### config.mk
export PLATFORM = sky130hd
export DESIGN_NAME = tsk_back
export DESIGN_NICKNAME = d
export VERILOG_FILES = /design/src/design/tsk_pkg.sv /design/src/design/tsk_back.sv
export SDC_FILE = /design/constraint.sdc
export NUM_CORES = 1
export LEC_CHECK = 0
export BUFFER_PORTS_ARGS = -buffer_cell sky130_fd_sc_hd__buf_4
export CORE_AREA = 2 2 196 198
export CTS_CLUSTER_DIAMETER = 100
export DETAILED_ROUTE_END_ITERATION = 8
export DIE_AREA = 0 0 198 200
export PLACE_DENSITY_LB_ADDON = 0.05
export SLEW_MARGIN = 10
export SYNTH_ARGS = -nofsm -noshare
export SYNTH_HDL_FRONTEND = slang
export SYNTH_SLANG_ARGS = --single-unit
### constraint.sdc
create_clock -name clock -period 4 [get_ports clock]
set_input_delay 0.2 -clock clock [delete_from_list [all_inputs] [get_ports clock]]
set_output_delay 0.2 -clock clock [all_outputs]
set_load 0.02 [all_outputs]
### src/design/tsk_pkg.sv
`timescale 1ns / 1ps
`default_nettype none
// ----------------------------------------------------------------------------
// tsk_pkg
// Shared constants, cell word layout and CORDIC angle table for the tire
// slip kinematics pipeline.
// ----------------------------------------------------------------------------
package tsk_pkg;

   localparam int CORDIC_STAGES = 16;
   localparam int ATAN_LEN      = 24;
   localparam int CORDIC_N      = (CORDIC_STAGES < ATAN_LEN) ? CORDIC_STAGES : ATAN_LEN;
   localparam int QBITS         = 21;
   localparam int N_CELLS       = (CORDIC_N > QBITS) ? CORDIC_N : QBITS;
   localparam int IDX_W         = $clog2(N_CELLS);
   localparam int QIDX_W        = $clog2(QBITS);

   localparam int CX_W  = 60;
   localparam int CZ_W  = 34;
   localparam int REM_W = 64;
   localparam int DIV_W = 42;

   localparam logic signed [CZ_W-1:0] HALF_PI_Q30 = 34'sd1686629713;
   localparam int HALF_PI_Q14 = 25736;
   localparam int PI_Q14      = 51472;
   localparam int SLIP_LIMIT  = 1048576;

   localparam int RADIUS_W   = 19;
   localparam int THRESH_W   = 16;
   localparam int CSR_IDX_W  = 1;
   localparam int CSR_DATA_W = 19;

   localparam logic [CSR_IDX_W-1:0] CSR_ROLLING_RADIUS = 1'd0;
   localparam logic [CSR_IDX_W-1:0] CSR_ZERO_SPEED     = 1'd1;

   typedef struct packed {
      logic signed [CX_W-1:0] x;
      logic signed [CX_W-1:0] y;
      logic signed [CZ_W-1:0] z;
   } cordic_type;

   typedef struct packed {
      cordic_type        slip;
      cordic_type        camb;
      logic [REM_W-1:0]  rem;
      logic [DIV_W-1:0]  dvs;
      logic [QBITS-1:0]  quo;
      logic              ovf;
      logic              neg;
      logic              low;
   } cell_type;

   // atan(2^-i) in Q.30, truncated
   function automatic logic signed [CZ_W-1:0] atan_q30(input logic [IDX_W-1:0] i);
      logic [31:0] v;
      case (i)
         0:  v = 32'h3243F6A8;
         1:  v = 32'h1DAC6705;
         2:  v = 32'h0FADBAFC;
         3:  v = 32'h07F56EA6;
         4:  v = 32'h03FEAB76;
         5:  v = 32'h01FFD55B;
         6:  v = 32'h00FFFAAA;
         7:  v = 32'h007FFF55;
         8:  v = 32'h003FFFEA;
         9:  v = 32'h001FFFFD;
         10: v = 32'h000FFFFF;
         11: v = 32'h0007FFFF;
         12: v = 32'h0003FFFF;
         13: v = 32'h0001FFFF;
         14: v = 32'h0000FFFF;
         15: v = 32'h00007FFF;
         16: v = 32'h00003FFF;
         17: v = 32'h00001FFF;
         18: v = 32'h00000FFF;
         19: v = 32'h000007FF;
         20: v = 32'h000003FF;
         21: v = 32'h000001FF;
         22: v = 32'h000000FF;
         23: v = 32'h0000007F;
         default: v = 32'h0;
      endcase
      return $signed(CZ_W'(v));
   endfunction

endpackage
`default_nettype wire

### src/design/tsk_back.sv
`timescale 1ns / 1ps
`default_nettype none
// ----------------------------------------------------------------------------
// tsk_back
// Output register: angle rounding and clamping, slip sign and saturation,
// low-speed override.
// ----------------------------------------------------------------------------
module tsk_back import tsk_pkg::*; (
   input  logic               clock,
   input  logic               reset,
   input  logic               in_valid,
   output logic               in_ready,
   input  cell_type           in_data,
   output logic               rsp_valid,
   input  logic               rsp_ready,
   output logic signed [15:0] rsp_slip_angle,
   output logic signed [21:0] rsp_longitudinal_slip,
   output logic signed [16:0] rsp_camber_angle,
   output logic               rsp_low_speed,
   output logic               rsp_slip_clipped
);

   localparam logic signed [CZ_W-1:0] RND_HALF = CZ_W'(32768);

   logic               valid_ff;
   logic signed [15:0] slip_angle_ff, slip_angle_in;
   logic signed [21:0] long_slip_ff, long_slip_in;
   logic signed [16:0] camber_ff, camber_in;
   logic               low_ff, low_in;
   logic               clip_ff, clip_in;

   always_comb begin
      logic signed [CZ_W-1:0] za, zc;
      logic [21:0]            qmag;
      logic                   over;
      za = (in_data.slip.z + RND_HALF) >>> 16;
      zc = (in_data.camb.z + RND_HALF) >>> 16;
      over = in_data.ovf || (in_data.quo > QBITS'(SLIP_LIMIT));
      qmag = over ? 22'(SLIP_LIMIT) : {1'b0, in_data.quo};

      if (za > HALF_PI_Q14)       slip_angle_in = 16'(HALF_PI_Q14);
      else if (za < -HALF_PI_Q14) slip_angle_in = 16'(-HALF_PI_Q14);
      else                        slip_angle_in = za[15:0];

      if (zc > PI_Q14)            camber_in = 17'(PI_Q14);
      else if (zc < -PI_Q14)      camber_in = 17'(-PI_Q14);
      else                        camber_in = zc[16:0];

      long_slip_in = in_data.neg ? -qmag : qmag;
      clip_in      = over;
      low_in       = in_data.low;
      // at or below the speed threshold only camber is meaningful
      if (in_data.low) begin
         slip_angle_in = '0;
         long_slip_in  = '0;
         clip_in       = 1'b0;
      end
   end

   assign in_ready = !valid_ff || rsp_ready;

   always_ff @(posedge clock) begin
      if (reset) begin
         valid_ff <= 1'b0;
      end else if (in_ready) begin
         valid_ff <= in_valid;
      end
   end

   always_ff @(posedge clock) begin
      if (in_ready) begin
         slip_angle_ff <= slip_angle_in;
         long_slip_ff  <= long_slip_in;
         camber_ff     <= camber_in;
         low_ff        <= low_in;
         clip_ff       <= clip_in;
      end
   end

   assign rsp_valid             = valid_ff;
   assign rsp_slip_angle        = slip_angle_ff;
   assign rsp_longitudinal_slip = long_slip_ff;
   assign rsp_camber_angle      = camber_ff;
   assign rsp_low_speed         = low_ff;
   assign rsp_slip_clipped      = clip_ff;

endmodule
`default_nettype wire

Yosys cells after proc, flatten, opt, wreduce, memory -nomap -nowiden
Index checks and enable logic that the tools add are counted.
{ "classes": {"n_addsub": 3, "mul": 0, "div": 0, "order_cmp": 5, "n_eq_ne": 0, "shift": 0, "mux": 5, "n_bitwise": 0, "n_reduce_logical": 6} }
{ "ops": {"columns": ["cell", "count"], "rows": [
  ["$add A34 B17 Y34 const B", 2],
  ["$mux W22", 1],
  ["$neg A21 Y22", 1],
  ["$gt A21 B21 Y1 const B", 1],
  ["$mux W21", 1],
  ["$gt A18 B16 Y1 const B", 1],
  ["$gt A18 B17 Y1 const B", 1],
  ["$lt A18 B16 Y1 const B", 1],
  ["$lt A18 B17 Y1 const B", 1],
  ["$mux W17", 1],
  ["$mux W16", 1],
  ["$mux W15", 1],
  ["$reduce_or A2 Y1", 2],
  ["$reduce_or A3 Y1", 1],
  ["$logic_or A1 B1 Y1", 2],
  ["$logic_not A1 Y1", 1]
]} }
{ "word_totals": {"register_bits": 58, "latchBits": 0, "ram_bits": 0, "mem_bits_ro": 0, "in_bits": 442, "memories": 0} }

Logic depth before layout (Yosys ltp)
{ "logic_depth": {"ltp_word": 5, "depth_mapped": 13, "depth_no_buf": 12} }

Worst setup path after synthesis
OpenSTA, ideal clock, no wires.
{ "synth_timing": {"path_kind": "input to register", "from": "input in_data[8] in the netlist's numbering", "to": "register long_slip_ff[18], in the netlist rsp_longitudinal_slip[18] (data pin)", "setup_ns": 0.266, "arrival_ns": 2.810, "setup_slack_ns": 0.924, "cell_stages": 13, "n_path_buf": 1, "cell_sequence": "nor4_1 nand4_1 or4_1 a21oi_2 buf_2 nand2_1 ha_1 o21ai_0 o21bai_1 o21ai_0 o21ai_0 xor2_1 nor2_1"} }
{ "synth_between": {"elab_chain_cells": 5} }
{ "synth_lines": {"columns": ["element", "line_no", "rtl"], "rows": [
  ["start, declared", "tsk_back.sv:13", "input cell_type in_data,"],
  ["$gt A21 B21 Y1", "tsk_back.sv:38", "over = in_data.ovf || (in_data.quo > QBITS'(SLIP_LIMIT));"],
  ["$logic_or A1 B1 Y1", "tsk_back.sv:38", null],
  ["$mux W21 *", "tsk_back.sv:39", "qmag = over ? 22'(SLIP_LIMIT) : {1'b0, in_data.quo};"],
  ["$neg A21 Y22", "tsk_back.sv:49", "long_slip_in = in_data.neg ? -qmag : qmag;"],
  ["$mux W22 *", "tsk_back.sv:49", null],
  ["end signal, assigned", "tsk_back.sv:73", "long_slip_ff <= long_slip_in;"],
  ["end, declared", "tsk_back.sv:27", "logic signed [21:0] long_slip_ff, long_slip_in;"]
]} }
Mark *: on every way between the ends. The rest lies on a longest branch, timed or not.
A chain may end at the register's enable or synchronous reset.

Final worst setup path
{ "layout_timing": {"from": "input in_data[8] in the netlist's numbering", "to": "register long_slip_ff[14], in the netlist rsp_longitudinal_slip[14] (data pin)"} }
Same word-level chain as after synthesis.

==> impl_metrics.csv <==
group,metric,value,unit
min_path,hold_end,"rsp_valid",
floorplanning,chipWidth,198,um
global_route,use_met2,0.178,
yosys,synth_edf_count,57,
critical_path,r2r_cells,2,
layout,seq_area,1730,sq um
min_path,min-delay-start,"in_valid",
layout,fin_area,6300,sq um
critical_path,crit_required,4.12,ns
clock_tree,post_cts_resized,0,
route,drtIter0Drc,237,
floorplanning,die_h,200,um
global_route,track_usage,0.0986,
yosys,synth_warnings,0,
timing,max_freq,0.316,GHz
floorplanning,fp-row-count,71,
global_route,grt_overflow_total,0,
layout,fin_nets,1035,
timing,slew-limit-headroom,0.466,
yosys,ys_ff_latch,58,
yosys,synthTopCellsByArea,"edfxtp_1 (38%), xor2_1 (4.9%), nand2_1 (3.3%)",
global_route,grtUsageMet1,0.116,
timing,fin_tns_setup,0,ns
route,postRouteAntennaNets,0,
route,totalWireLength,19700,um
critical_path,rrSetupSlack,2.44,ns
pwr,pwr-share-comb,0.236,
timing,setup_viol,0,
pwr,p_int,0.00147,W
clock_tree,cts_buffers,9,
layout,multi_input_area,2540,sq um
yosys,yosysMostFrequentCell,"edfxtp_1",
placed_design,hpwl,15500,um
min_path,hold_depth,3,
yosys,synthesis.area,4490,sq um
global_route,grt_pass1_vias,4374,
route,avgViaCountPerCell,3.82,
clock_tree,clk_pin_slew,0.06,ns
critical_path,path_class,"input port to flip-flop",
placed_design,port_buffers,124,
global_route,busiest_layer,"met2",
timing,worst_pin_slew,0.795,ns
placed_design,dpl_cell_area,5970,sq um
critical_path,critPathMaxStageDelay,0.63,ns
layout,num-fill-cells,4206,
critical_path,cp_cell_sequence,"buf_4, nor4_1, nand4_1, or4_1, a21oi_2, nand2_1, ha_1, o21ai_0, o21bai_1, buf_4, and2_1, nor2_1, nor4_1",
yosys,syn_avg_cell_area,9.43,sq um
pwr,total_power,0.00211,W
pwr,p_per_area,336,nW/um^2
layout,area_growth,40.2,%
pwr,p_leak,2.30,nW
clock_tree,cts_sinks,58,
yosys,synth_cell_types,83,
clock_tree,root_buffer,"clkbuf_16",
pwr,clock_power_share,0.410,
job,max_cap_viol_count,0,
global_route,grt_pass1_wl,28300,um
yosys,synth-async-reset-ratio,0,
outcome,status,"finished, final reports clean",
route,dr.pass1.iters,4,
global_route,grt_max_degree,27,
critical_path,crit_arrival,3.29,ns
timing,skew,0.00835,ns
timing,fin_ws,0.834,ns
pwr,seqPwrFrac,0.354,
global_route,grt_antenna_before_repair,0,
timing,fin_crit,3.17,ns
critical_path,crit_slowest_cell,"or4_1",
pwr,switching_share,0.304,
clock_tree,cts_buffer_depth,2,
clock_tree,cts_tree,"done",
global_route,grtUsageMet3,0.0254,
floorplanning,die-area,39600,sq um
yosys,netlist_instances,476,
placed_design,dp_slack,0.537,ns
timing,finalCritPeriodShare,0.792,
timing,drv_slew,0,
yosys,synthTopCellsByCount,"edfxtp_1 (57), nand2_1 (40), nor2_1 (40), xor2_1 (25), a21oi_1 (20)",
clock_tree,htree_levels,3,
pwr,power_switching,0.000642,W
timing,rsz0062_at_grt,"false",
min_path,hold_class,"input port to flip-flop",
critical_path,path_max_fanout,5,
floorplanning,io_pins,501,
yosys,yosysSeqAreaShare,0.386,
placed_design,gp_congestion,0.733,
yosys,synth_top_area_share,0.381,
yosys,yosys.area.top_type,"edfxtp_1",
yosys,synth_ff_type,"edfxtp_1",
layout,insertedDiodeCount,0,
critical_path,crit_path_end_kind,"flip-flop",
clock_tree,clock_latency,0.34,ns
timing,hold_viol_final,0,
pwr,ir_worst_vdd,0.180,mV
floorplanning,coreArea,37400,sq um
route,dr_total_vias,4224,
floorplanning,initial_core_util,0.120,
layout,fin_util,0.168,
layout,drive_gt1_frac,0.303,
critical_path,reg2reg_from,"rsp_valid",
route,wire_per_inst,17.8,um
yosys,synth_nets,921,
critical_path,cp-start-kind,"input port",
route,remaining_drc_errors,0,
critical_path,r2r_end,"rsp_longitudinal_slip[18]",
## worst max-delay path, delay by kind of cell
| family | cells | cell delay, ns |
|---|---|---|
| AO/OA/AOI/OAI | 3 | 0.60 |
| adder cells (fa/ha/maj) | 1 | 0.24 |
| buffers and inverters | 2 | 0.29 |
| AND/OR/NAND/NOR | 7 | 1.98 |
## flip-flops by register name (all words and copies together) (netlist names)
register	cells
rsp_longitudinal_slip	22
rsp_slip_angle	16
rsp_camber_angle	17
rsp_low_speed	1
rsp_valid	1
rsp_slip_clipped	1
## layer usage
metal  wire length [um]  vias up
met1               8360     2035
met4                296        0
met5                  0        -
li1                   -     2070
met3                896       16
met2              10200      103
## power groups by stage
stage	sequential, W	clock (W)	combinational (W)
floorplan	0.000832	0	0.000188
global placement	0.000762	0	0.000516
detailed placement	0.000761	0	0.000511
CTS	0.000750	0.000913	0.000515
global route	0.000756	0.000925	0.000544
finish	0.000748	0.000867	0.000498
## logic make-up after synthesis
group                      after synthesis  share of synthesized area
DFF                                     58                      0.386
AOI/OAI and AO/OA                      124                      0.202
xor gates and xnor gates                43                     0.0856
adders and majority gates                3                    0.00836
buffers and inverters                   43                     0.0488
and+or+nand+nor                        203                      0.266
muxes                                    2                    0.00446
## cell type report
class                      instances  area share
multi-input combinational        375       0.404
sequential                        58       0.275
timing repair buffer             137       0.164
tap                              511       0.102
clock buffer                      10      0.0364
clock inverter                     6      0.0143
inverter                           9     0.00537
## how the worst max path moves through the flow
stage | start | end | slack [ns] | depth (start not counted)
6_report | in_data[8] | rsp_longitudinal_slip[14] | 0.83 | 13
4_1_cts | in_data[8] | rsp_longitudinal_slip[14] | 0.85 | 13
2_1_floorplan | in_data[8] | rsp_longitudinal_slip[18] | 0.92 | 13
5_1_grt | in_data[8] | rsp_longitudinal_slip[14] | 0.61 | 13
3_3_place_gp | in_data[8] | rsp_longitudinal_slip[14] | 0.54 | 13
3_5_place_dp | in_data[8] | rsp_longitudinal_slip[14] | 0.54 | 13
## metrics by stage
step           std cells  hold WS (ns)
2_1_floorplan        476         0.269
3_3_place_gp        1089         0.357
3_5_place_dp        1089         0.365
4_1_cts             1106        0.0766
5_1_grt             1106         0.123
6_report            1106         0.103
## cell usage in the layout (no fill, tap or decap), types with 6 or more instances in the layout
cell / count
buf_4: 136
edfxtp_1: 57
nor2_1: 40
nand2_1: 40
xor2_1: 25
a21oi_1: 20
xnor2_1: 17
o21ai_0: 16
nor3_1: 14
nand4_1: 14
nand3_1: 14
nor4_1: 11
or3_1: 9
and3_1: 9
a31oi_1: 9
o31ai_1: 9
clkbuf_16: 9
inv_1: 8
and2_1: 6
a211oi_1: 6
nor2b_1: 6
## what timing repair did
item | 4_1_cts | 5_1_grt
hold buffers | 1 | 0
buffers inserted | 0 | 0
setup endpoints to repair | 0 | 0
endpoints found under the hold margin | 1 | 0
No activity file was read; power rests on OpenSTA's default activity.
